## src/hdl/bsra_pkg.sv

```systemverilog
`timescale 1ns / 1ps
// ----------------------------------------------------------------------------
// bsra_pkg
// Shared types and constants for the bit store with range-any query.
// ----------------------------------------------------------------------------
package bsra_pkg;

   localparam int OP_W  = 2;
   localparam int IDX_W = 12;
   localparam int END_W = 13;
   localparam int CNT_W = 13;

   typedef enum logic [OP_W-1:0] {
      OP_CLEAR = 2'd0,
      OP_GET   = 2'd1,
      OP_SET   = 2'd2,
      OP_ANY   = 2'd3
   } opcode_type;

   typedef enum logic [1:0] {
      ST_INIT,
      ST_IDLE,
      ST_WALK,
      ST_FLUSH
   } state_type;

   typedef struct packed {
      logic load;
      logic step;
      logic init_step;
      logic finish;
   } bsra_cmd_type;

   typedef struct packed {
      logic last;
   } bsra_stat_type;

endpackage

```

## src/hdl/bsra_ctrl.sv

```systemverilog
`timescale 1ns / 1ps
// ----------------------------------------------------------------------------
// bsra_ctrl
// Sequencer: clearing pass after reset, then one word walk per command.
// ----------------------------------------------------------------------------
module bsra_ctrl
   import bsra_pkg::*;
(
   input  logic          clock,
   input  logic          reset,
   input  logic          start,
   output logic          busy,
   input  bsra_stat_type stat,
   output bsra_cmd_type  cmd
);

   state_type state_ff;
   state_type state_in;

   always_ff @(posedge clock) begin
      if (reset) begin
         state_ff <= ST_INIT;
      end else begin
         state_ff <= state_in;
      end
   end

   always_comb begin
      state_in = state_ff;
      case (state_ff)
         ST_INIT: begin
            if (stat.last) state_in = ST_IDLE;
         end
         ST_IDLE: begin
            if (start) state_in = ST_WALK;
         end
         ST_WALK: begin
            if (stat.last) state_in = ST_FLUSH;
         end
         ST_FLUSH: begin
            state_in = ST_IDLE;
         end
         default: begin
            state_in = ST_INIT;
         end
      endcase
   end

   always_comb begin
      cmd  = '0;
      busy = 1'b1;
      case (state_ff)
         ST_INIT: begin
            cmd.init_step = 1'b1;
         end
         ST_IDLE: begin
            busy     = 1'b0;
            cmd.load = start;
         end
         ST_WALK: begin
            cmd.step = 1'b1;
         end
         ST_FLUSH: begin
            cmd.finish = 1'b1;
         end
         default: begin
            cmd = '0;
         end
      endcase
   end

endmodule

```

## src/hdl/bsra_datapath.sv

```systemverilog
`timescale 1ns / 1ps
// ----------------------------------------------------------------------------
// bsra_datapath
// Word store, address/base walker, edge-mask stage and response registers.
// ----------------------------------------------------------------------------
module bsra_datapath
   import bsra_pkg::*;
#(
   parameter int WORD_BITS = 64,
   parameter int WORDS     = 64
)
(
   input  logic             clock,
   input  logic             reset,
   input  bsra_cmd_type     cmd,
   output bsra_stat_type    stat,
   input  logic [OP_W-1:0]  req_opcode,
   input  logic [IDX_W-1:0] req_bit_index,
   input  logic             req_bit_value,
   input  logic [END_W-1:0] req_range_end,
   input  logic [CNT_W-1:0] req_bit_count,
   output logic             rsp_valid,
   output logic             rsp_answer_bit,
   output logic             rsp_answer_kind
);

   localparam int CAP   = WORDS * WORD_BITS;
   localparam int CAP_W = $clog2(CAP + 1);
   localparam int CW    = ((CAP_W > END_W) ? CAP_W : END_W) + 1;
   localparam int AW    = (WORDS > 1) ? $clog2(WORDS) : 1;
   localparam int LW    = $clog2(WORD_BITS + 1);

   logic [WORD_BITS-1:0] mem [WORDS];

   opcode_type           op_ff, op_in;
   logic [IDX_W-1:0]     idx_ff, idx_in;
   logic                 val_ff, val_in;
   logic [CW-1:0]        end_ff, end_in;
   logic [CNT_W-1:0]     cnt_ff, cnt_in;
   logic [AW-1:0]        rd_addr_ff, rd_addr_in;
   logic [CW-1:0]        rd_base_ff, rd_base_in;
   logic                 s_vld_ff, s_vld_in;
   logic [AW-1:0]        s_addr_ff, s_addr_in;
   logic [CW-1:0]        s_base_ff, s_base_in;
   logic [WORD_BITS-1:0] rdata_ff;
   logic                 hit_ff, hit_in;
   logic                 rsp_valid_ff, rsp_valid_in;
   logic                 rsp_bit_ff, rsp_bit_in;
   logic                 rsp_kind_ff, rsp_kind_in;

   logic [CW-1:0]        end_raw;
   logic [CW-1:0]        start_w;
   logic [CW-1:0]        lo_diff, hi_diff;
   logic [LW-1:0]        lo, hi;
   logic [WORD_BITS-1:0] mask;
   logic                 answering;
   logic                 word_hit;
   logic                 wr_en;
   logic [AW-1:0]        wr_addr;
   logic [WORD_BITS-1:0] wr_data;

   // load: latch the command word, clamp the range end to capacity
   always_comb begin
      if (opcode_type'(req_opcode) == OP_ANY) begin
         end_raw = CW'(req_range_end);
      end else begin
         end_raw = CW'(req_bit_index) + CW'(1);
      end
      if (end_raw > CW'(CAP)) begin
         end_raw = CW'(CAP);
      end
   end

   // edge masks for the word in the stage
   always_comb begin
      start_w = CW'(idx_ff);
      lo_diff = (start_w > s_base_ff) ? start_w - s_base_ff : '0;
      hi_diff = (end_ff > s_base_ff) ? end_ff - s_base_ff : '0;
      lo = (lo_diff >= CW'(WORD_BITS)) ? LW'(WORD_BITS) : lo_diff[LW-1:0];
      hi = (hi_diff >= CW'(WORD_BITS)) ? LW'(WORD_BITS) : hi_diff[LW-1:0];
      for (int k = 0; k < WORD_BITS; k++) begin
         mask[k] = (LW'(k) >= lo) && (LW'(k) < hi);
      end
      answering = (op_ff == OP_GET) || (op_ff == OP_ANY);
      word_hit  = s_vld_ff && answering && ((rdata_ff & mask) != '0);
   end

   // single write port: clearing pass, or stage write-back
   always_comb begin
      wr_en   = 1'b0;
      wr_addr = s_addr_ff;
      wr_data = '0;
      if (cmd.init_step) begin
         wr_en   = 1'b1;
         wr_addr = rd_addr_ff;
      end else if (s_vld_ff) begin
         case (op_ff)
            OP_CLEAR: begin
               wr_en = (s_base_ff < CW'(cnt_ff));
            end
            OP_SET: begin
               wr_en   = 1'b1;
               wr_data = (rdata_ff & ~mask) | (val_ff ? mask : '0);
            end
            default: begin
               wr_en = 1'b0;
            end
         endcase
      end
   end

   always_comb begin
      op_in        = op_ff;
      idx_in       = idx_ff;
      val_in       = val_ff;
      end_in       = end_ff;
      cnt_in       = cnt_ff;
      rd_addr_in   = rd_addr_ff;
      rd_base_in   = rd_base_ff;
      s_vld_in     = cmd.step;
      s_addr_in    = rd_addr_ff;
      s_base_in    = rd_base_ff;
      hit_in       = hit_ff | word_hit;
      rsp_valid_in = cmd.finish && answering;
      rsp_bit_in   = rsp_bit_ff;
      rsp_kind_in  = rsp_kind_ff;
      if (cmd.load) begin
         op_in      = opcode_type'(req_opcode);
         idx_in     = req_bit_index;
         val_in     = req_bit_value;
         end_in     = end_raw;
         cnt_in     = req_bit_count;
         rd_addr_in = '0;
         rd_base_in = '0;
         hit_in     = 1'b0;
      end else if (cmd.step || cmd.init_step) begin
         rd_addr_in = rd_addr_ff + AW'(1);
         rd_base_in = rd_base_ff + CW'(WORD_BITS);
      end
      if (cmd.finish) begin
         rsp_bit_in  = hit_ff | word_hit;
         rsp_kind_in = (op_ff == OP_ANY);
      end
   end

   always_ff @(posedge clock) begin
      if (reset) begin
         rd_addr_ff   <= '0;
         s_vld_ff     <= 1'b0;
         rsp_valid_ff <= 1'b0;
         hit_ff       <= 1'b0;
      end else begin
         rd_addr_ff   <= rd_addr_in;
         s_vld_ff     <= s_vld_in;
         rsp_valid_ff <= rsp_valid_in;
         hit_ff       <= hit_in;
      end
   end

   always_ff @(posedge clock) begin
      op_ff       <= op_in;
      idx_ff      <= idx_in;
      val_ff      <= val_in;
      end_ff      <= end_in;
      cnt_ff      <= cnt_in;
      rd_base_ff  <= rd_base_in;
      s_addr_ff   <= s_addr_in;
      s_base_ff   <= s_base_in;
      rsp_bit_ff  <= rsp_bit_in;
      rsp_kind_ff <= rsp_kind_in;
   end

   always_ff @(posedge clock) begin
      if (wr_en) begin
         mem[wr_addr] <= wr_data;
      end
      rdata_ff <= mem[rd_addr_ff];
   end

   assign stat.last       = (rd_addr_ff == AW'(WORDS - 1));
   assign rsp_valid       = rsp_valid_ff;
   assign rsp_answer_bit  = rsp_bit_ff;
   assign rsp_answer_kind = rsp_kind_ff;

endmodule

```

## src/hdl/bitset_store_range_any_top.sv

```systemverilog
`timescale 1ns / 1ps
// ----------------------------------------------------------------------------
// bitset_store_range_any_top
// Bit store of WORDS x WORD_BITS with clear, get, set and range-any commands.
// Every command walks all WORDS words through one memory read port, one per
// cycle, then passes through a flush state: a new command is accepted only
// in idle, and the get/any answer strobe is registered from the flush state.
// The receiver cannot stall. After reset a clearing pass over all WORDS words
// zeroes the store; busy is high.
// ----------------------------------------------------------------------------
module bitset_store_range_any_top
   import bsra_pkg::*;
#(
   parameter int WORD_BITS = 64,
   parameter int WORDS     = 64
)
(
   input  logic             clock,
   input  logic             reset,
   input  logic             start,
   output logic             busy,
   input  logic [OP_W-1:0]  req_opcode,
   input  logic [IDX_W-1:0] req_bit_index,
   input  logic             req_bit_value,
   input  logic [END_W-1:0] req_range_end,
   input  logic [CNT_W-1:0] req_bit_count,
   output logic             rsp_valid,
   output logic             rsp_answer_bit,
   output logic             rsp_answer_kind
);

   bsra_cmd_type  cmd;
   bsra_stat_type stat;

   bsra_ctrl u_ctrl (
      .clock (clock),
      .reset (reset),
      .start (start),
      .busy  (busy),
      .stat  (stat),
      .cmd   (cmd)
   );

   bsra_datapath #(
      .WORD_BITS (WORD_BITS),
      .WORDS     (WORDS)
   ) u_datapath (
      .clock           (clock),
      .reset           (reset),
      .cmd             (cmd),
      .stat            (stat),
      .req_opcode      (req_opcode),
      .req_bit_index   (req_bit_index),
      .req_bit_value   (req_bit_value),
      .req_range_end   (req_range_end),
      .req_bit_count   (req_bit_count),
      .rsp_valid       (rsp_valid),
      .rsp_answer_bit  (rsp_answer_bit),
      .rsp_answer_kind (rsp_answer_kind)
   );

endmodule
```

## config.mk

```make
export PLATFORM = sky130hd
export DESIGN_NAME = bitset_store_range_any_top
export DESIGN_NICKNAME = d
export VERILOG_FILES = /design/src/hdl/bsra_pkg.sv /design/src/hdl/bsra_ctrl.sv /design/src/hdl/bsra_datapath.sv /design/src/hdl/bitset_store_range_any_top.sv
export SDC_FILE = /design/constraint.sdc
export NUM_CORES = 2
export LEC_CHECK = 0
export ABC_CLOCK_PERIOD_IN_PS = 10780
export BUFFER_PORTS_ARGS = -buffer_cell sky130_fd_sc_hd__buf_2
export CAP_MARGIN = 5
export CORE_ASPECT_RATIO = 1.25
export CORE_UTILIZATION = 60
export CTS_CLUSTER_DIAMETER = 120
export DETAILED_ROUTE_END_ITERATION = 12
export PLACE_DENSITY = 0.75
export SETUP_SLACK_MARGIN = 0.2
export SYNTH_ARGS = -nofsm -noshare
export SYNTH_HDL_FRONTEND = slang
export SYNTH_SLANG_ARGS = --single-unit
export TNS_END_PERCENT = 100
```

## constraint.sdc

```tcl
create_clock -name clock -period 10.78 [get_ports clock]
set_input_delay 1.078 -clock clock [delete_from_list [all_inputs] [get_ports clock]]
set_output_delay 1.078 -clock clock [all_outputs]
set_load 0.03 [all_outputs]
```

---- After elaboration in Yosys (flattened, before gate mapping) ----
Memories as Yosys holds them, arrays and structs flattened. A register that Yosys moved wholly into a read port is not among the register bits.
Index checks and enable logic that the tools add are counted.
W data, S select, Z words.
word-level totals
  latch bits .............................. 0
  memories kept ........................... 1
  register bits after elaboration ......... 89
  bits in writable memories ............... 4096
  bits of input ports ..................... 44
  word-level logic and storage cells ...... 269
  ROM bits ................................ 0
  output and inout port bits .............. 4
memory list
  name            words  width  rd ports  clocked after memory_dff  wr ports  line                 RTL
  u_datapath.mem  64     64     1         1                         1         bsra_datapath.sv:33  logic [WORD_BITS-1:0] mem [WORDS];
cells by class
  multiplexer cells ....................... 24
  equal/unequal tests ..................... 11
  shift-type cells ........................ 0
  reductions and logical operators ........ 74
  $mul .................................... 0
  bitwise gates (word level) .............. 5
  magnitude comparators ................... 134
  div/mod/pow operators ................... 0
  add/subtract/negate cells ............... 5
operators with widths
  cell                     count
  $mux W64                 4
  $ge A6 B7 Y1 const A     32
  $lt A6 B7 Y1 const A     32
  $and A64 B64 Y64         2
  $ge A5 B7 Y1 const A     16
  $lt A5 B7 Y1 const A     16
  $logic_and A1 B1 Y1      67
  $not A64 Y64             1
  $or A64 B64 Y64          1
  $reduce_bool A64 Y1      1
  $ge A4 B7 Y1 const A     8
  $lt A4 B7 Y1 const A     8
  $mux W14                 3
  $ge A14 B7 Y1 const B    2
  $ge A3 B7 Y1 const A     4
  $lt A3 B7 Y1 const A     4
  $add A14 B7 Y14 const B  1
  $ge A1 B7 Y1 const A     2
  $ge A2 B7 Y1 const A     2
  $gt A12 B14 Y1           1
  $gt A14 B13 Y1 const B   1
  $gt A14 B14 Y1           1
  $lt A1 B7 Y1 const A     2
  $lt A14 B13 Y1           1
  other kinds (20)         41

---- Depth between registers and ports, before layout ----
  word-level depth ........................ 12
  depth in mapped cells ................... 15
  depth with buffers taken out ............ 13

---- Hierarchy ----
From an unflattened synthesis, not the netlist that was laid out.
unflattened totals
  cell total of the unflattened synthesis .. 6901
  area, all modules ....................... 163704.5 um2
modules (own cells, without submodules)
  module         instances  cells an instance  seq. area each (um2)  area each (um2)
  bsra_datapath  1          6883               126191.0              163528.1
  bsra_ctrl      1          18                 40.0                  176.4

---- Least setup slack after synthesis ----
OpenSTA, ideal clock, no wires.
  kind .................................... register -> register
  start point ............................. reg u_datapath.cnt_ff[6]
  end point ............................... mem u_datapath.mem[33][0], enable pin
  data required time ...................... 10.293 ns
  buffers on the path ..................... 1
  arrival ................................. 5.115 ns
  period minus slack after synthesis ...... 5.601 ns
  cell stages (with the launch flop) ...... 13
  setup slack ............................. 5.179 ns
  setup time .............................. 0.487 ns
  cells stage by stage .................... edfxtp_1 -> inv_1 -> ha_1 -> a31o_2 -> a21o_1 -> a21o_1 -> a21o_1 -> a21o_1 -> a21o_1 -> a2111oi_0 -> nor2_1 -> clkbuf_1 -> nor2_1
on the way
  longest elaborated chain between the ends .. 6
RTL lines
  element                        line                  RTL
  from (decl)                    bsra_datapath.sv:39   logic [CNT_W-1:0] cnt_ff, cnt_in;
  from (signal assigned)         bsra_datapath.sv:165  cnt_ff <= cnt_in;
  $lt A14 B13 Y1                 bsra_datapath.sv:99   wr_en = (s_base_ff < CW'(cnt_ff));
  $pmux W1 S2                    bsra_datapath.sv:97   case (op_ff)
  $mux W1                        bsra_datapath.sv:96   end else if (s_vld_ff) begin
  $mux W1                        bsra_datapath.sv:93   if (cmd.init_step) begin
  $mux W1                        bsra_datapath.sv:174  if (wr_en) begin
  $mux W1 (implied by the code)  bsra_datapath.sv:175  mem[wr_addr] <= wr_data;
  to (decl)                      bsra_datapath.sv:33
No other way between the ends.

---- Worst setup path in the final report ----
  start point ............................. reg u_datapath.s_base_ff[6]
  end point ............................... mem u_datapath.mem[10][63], enable pin
on the way
  longest elaborated chain between the ends .. 6
RTL lines
  element                        line                  RTL
  from (decl)                    bsra_datapath.sv:44   logic [CW-1:0] s_base_ff, s_base_in;
  from (signal assigned)         bsra_datapath.sv:168  s_base_ff <= s_base_in;
  $lt A14 B13 Y1                 bsra_datapath.sv:99
  $pmux W1 S2                    bsra_datapath.sv:97
  $mux W1                        bsra_datapath.sv:96
  $mux W1                        bsra_datapath.sv:93
  $mux W1                        bsra_datapath.sv:174
  $mux W1 (implied by the code)  bsra_datapath.sv:175
No other way between the ends.

==> impl_results.md <==
* I/O Buffers at 47
* CTS buffer count at 387
* Vias per cell at a little over 7
* Initial DRC Count at ~12000
* Placed insts at 10400
* # clock sinks at about 4200
* Initial antenna violation count at 24
* Die height at 586 µm
* GRT Overall Usage at 0.333
* RSZ-0062 raised after global routing: false
* VDD IR max at 0.284 mV
* Final HPWL DP at roughly 240000 µm
* I/O pins at 48
* Synth top area share at 0.759
* Place WS at around 5100 ps
* Main flop type after synthesis: edfxtp_1
* Clock Pin Slew Worst Setup and Hold Paths at 60 ps
* CP Capture Type: flip-flop
* Root buffer cell: clkbuf_16
* CP Max Fanout at between 40 and 50
* Final ANT Viol Nets at 0
* Synth Cell Area at around 0.16 mm²
* Drc violations at 0
* Starting Density at 0.603
* Reg-to-reg setup timing slack at 5080 ps
* Seq. cell area at between 0.1 and 0.15 mm²
* Top-count cell post-synth: edfxtp_1
* Crit path cell chain: ha_1 -> a31o_2 -> a21o_1 -> a21o_1 -> a21o_1 -> a21o_1 -> a21o_1 -> a2111oi_0 -> nor2_4 -> nor2_4 -> buf_4
* Sequential element share of the synthesized area at 0.771
* Top cells by area, synth: edfxtp_1 (76%), mux4_2 (18%), dfxtp_1 (1.2%)
* Yosys reg bits at 4236
* Post-Layout Cell Count at 11100
* Final hold violation count at 0
* Synth Area in Adders at 0.00231
* Chip Width at 469 µm
* First-pass GRT wire length at 631000 µm
* Post-synth EDFFs at 4139
* Slowest-stage cell, CP: buf_4
* Setup violations, final at 0
* Via count at about 80000
* Syn_area_per_cell at roughly 24 µm²
* Hold Path Class: reg2reg
* Final WS setup at 5080 ps
* Number of gates resized after CTS at 0
* Kind of launch point of the worst setup path: flip-flop
* CTS tree: built
* Synth warnings at 0
* Crit Path Category: reg2reg
* FP Rows at 214
* Syn nets at ~7000
* Worst EP required at 11280 ps
* Fraction of synthesized area in multiplexers at 0.188
* Outcome: finished, final reports clean
* P per Cell Area at 220 mW/mm²
* Final nets at about 7300
* Avg WL per Cell at 40.8 µm
* Cell mode on critical path: a21o_1
* Worst rel slew slack at 0.0903
* GR Overflow Total at 0
* Core ar. at 0.272 mm²
* Tightest Pin Transition at about 1400 ps
* Max Freq at between 0.15 and 0.2 GHz
* Hold Buf Count CTS at 0
* Max incr delay on CP at between 1000 and 1500 ps
* Final min period at around 5700 ps
* Largest family of logic cells by synthesized area: multiplexers
* Fraction of registers with async set/reset at 0
* Synth Area in Compound Gates at 0.0132
* Max-slew violations at 0
* Largest net degree at the start of global routing at 162
* Pre-antenna DRT Iters at 6
* Post-CTS repair timing setup buffer count at 0
* Max Cap Violations at 0
* Clock Latency Late Sink at 940 ps
* CTS H-tree lvls at 5
* Max Buffers Root-to-Sink at 4
* CP arrival at around 6200 ps
* FILL cells at 15900
* Pleak at approximately 46 nW
* Syn Inst Count at between 6000 and 7000
* Synth area leader: edfxtp_1
* Share of cells above drive strength 1 at 0.313
* Fin crit share at 0.529
* Routability cong. at 0.961
* Final setup skew at 59.4 ps
* Simple-gate portion of the synthesized area at 0.0147
* XOR/XNOR share of the synthesized area at 0.00112
* Synth-to-Final Area Change at 11.5%
* Vias in the first global route at 81500
* Synth cell types at 90
* Setup TNS at 0 ps
* Total power at 40.2 mW
* Total Wirelength at 452000 µm
* Die area at 0.275 mm²
* Multi-input logic area at 0.0370 mm²
* Synth top cells by count: edfxtp_1 (4139), mux4_2 (1344), clkbuf_1 (249)
worst paths after layout:
| path | from | to | cells after the start |
|---|---|---|---|
| max | u_datapath.s_base_ff[6]$_DFF_P_ | u_datapath.mem[10][63]$_DFFE_PP_ | 11 |
| min | u_datapath.rd_base_ff[13]$_SDFFE_PP0P_ | u_datapath.s_base_ff[13]$_DFF_P_ | 0 |
| max reg2reg | u_datapath.s_base_ff[6]$_DFF_P_ | u_datapath.mem[10][63]$_DFFE_PP_ | 11 |
| min reg2reg | u_datapath.rd_base_ff[13]$_SDFFE_PP0P_ | u_datapath.s_base_ff[13]$_DFF_P_ | 0 |
state kept, by name (all words and copies together), names as in the netlist:
register,cells
u_datapath.s_addr_ff,6
u_ctrl.state_ff,2
u_datapath.val_ff,1
u_datapath.rdata_ff,64
u_datapath.s_vld_ff,1
u_datapath.s_base_ff,8
u_datapath.idx_ff,12
u_datapath.cnt_ff,13
u_datapath.rd_addr_ff,6
u_datapath.op_ff,2
u_datapath.rsp_valid,1
u_datapath.rsp_answer_kind,1
u_datapath.rsp_answer_bit,1
u_datapath.rd_base_ff,8
u_datapath.hit_ff,1
u_datapath.mem,4096
u_datapath.end_ff,13
metrics by stage:
step / cell area, µm² / hold WS [ps] / utilization
floorplan: 164000 / 339 / -
detailed placement: 170000 / 355 / 0.625
global placement: 170000 / 355 / 0.625
finish: 183000 / 358 / 0.672
global route: 183000 / 339 / 0.672
CTS: 183000 / 307 / 0.672
cells by family (layout without fill, tap and decap cells):
group | Yosys count | in the layout
DFF | 4236 | 4236
muxes | 1399 | 1399
and+or+nand+nor | 504 | 504
buffers and inverters | 413 | 1031
AOI/OAI and AO/OA | 308 | 308
adders and majority gates | 29 | 29
xor gates and xnor gates | 21 | 21
other | 0 | 7
layout by cell type (no fill, tap or decap), types with 11 or more instances in the layout:
| cell | Yosys | routed |
|---|---|---|
| clkbuf_16 | 0 | 390 |
| buf_4 | 4 | 223 |
| clkinv_2 | 0 | 61 |
| nor3_1 | 16 | 16 |
| clkinv_1 | 1 | 82 |
| buf_2 | 10 | 47 |
| nand4_1 | 33 | 33 |
| nand3_1 | 46 | 46 |
| ha_1 | 27 | 27 |
| bufinv_16 | 0 | 40 |
| nor2_4 | 0 | 121 |
| clkbuf_1 | 249 | 76 |
| xor2_1 | 12 | 12 |
| mux4_2 | 1344 | 1344 |
| nand2_1 | 123 | 122 |
| a221oi_1 | 12 | 12 |
| dfxtp_1 | 97 | 92 |
| mux2i_1 | 54 | 54 |
| nor2_1 | 192 | 69 |
| o21ai_0 | 73 | 73 |
| buf_12 | 0 | 14 |
| clkinvlp_4 | 0 | 14 |
| or3_1 | 11 | 11 |
| inv_1 | 40 | 39 |
| edfxtp_1 | 4139 | 4139 |
| a211oi_1 | 34 | 34 |
| clkbuf_8 | 0 | 18 |
| a21oi_1 | 56 | 46 |
| a31oi_1 | 22 | 22 |
layout make-up:
cell class | count | area share
repair buffers | 284 | 0.0120
well taps | 3564 | 0.0244
flip-flops and latches | 4236 | 0.691
clock inverters | 222 | 0.0125
multi-input cells | 2261 | 0.203
clock buffers | 484 | 0.0564
diodes | 7 | 0.0000959
inverters | 41 | 0.000870
critical path, delay by kind of cell (launching register included):
family	cells	cell delay [ps]
AOI/OAI and AO/OA	7	1920
adders and majority gates	1	320
buffers and inverters	1	1040
DFF	1	530
and+or+nand+nor	2	1390
per-layer routing:
| metal | track usage | vias to the layer above | part of all wire |
|---|---|---|---|
| met4 | 0.169 | 16 | 0.058 |
| li1 | - | 30400 | - |
| met5 | 0 | - | 0.00023 |
| met2 | 0.537 | 6012 | 0.49 |
| met3 | 0.0689 | 1105 | 0.11 |
| met1 | 0.436 | 42800 | 0.34 |
where the power goes:
part | leakage [nW] | switching, mW | internal, mW
Sequential | 30.5 | 0.640 | 18.6
Clock | 6.12 | 6.05 | 7.75
Combinational | 8.98 | 4.38 | 2.78
Total | 45.6 | 11.1 | 29.2
Note: power is estimated with default switching activity, not from simulation.
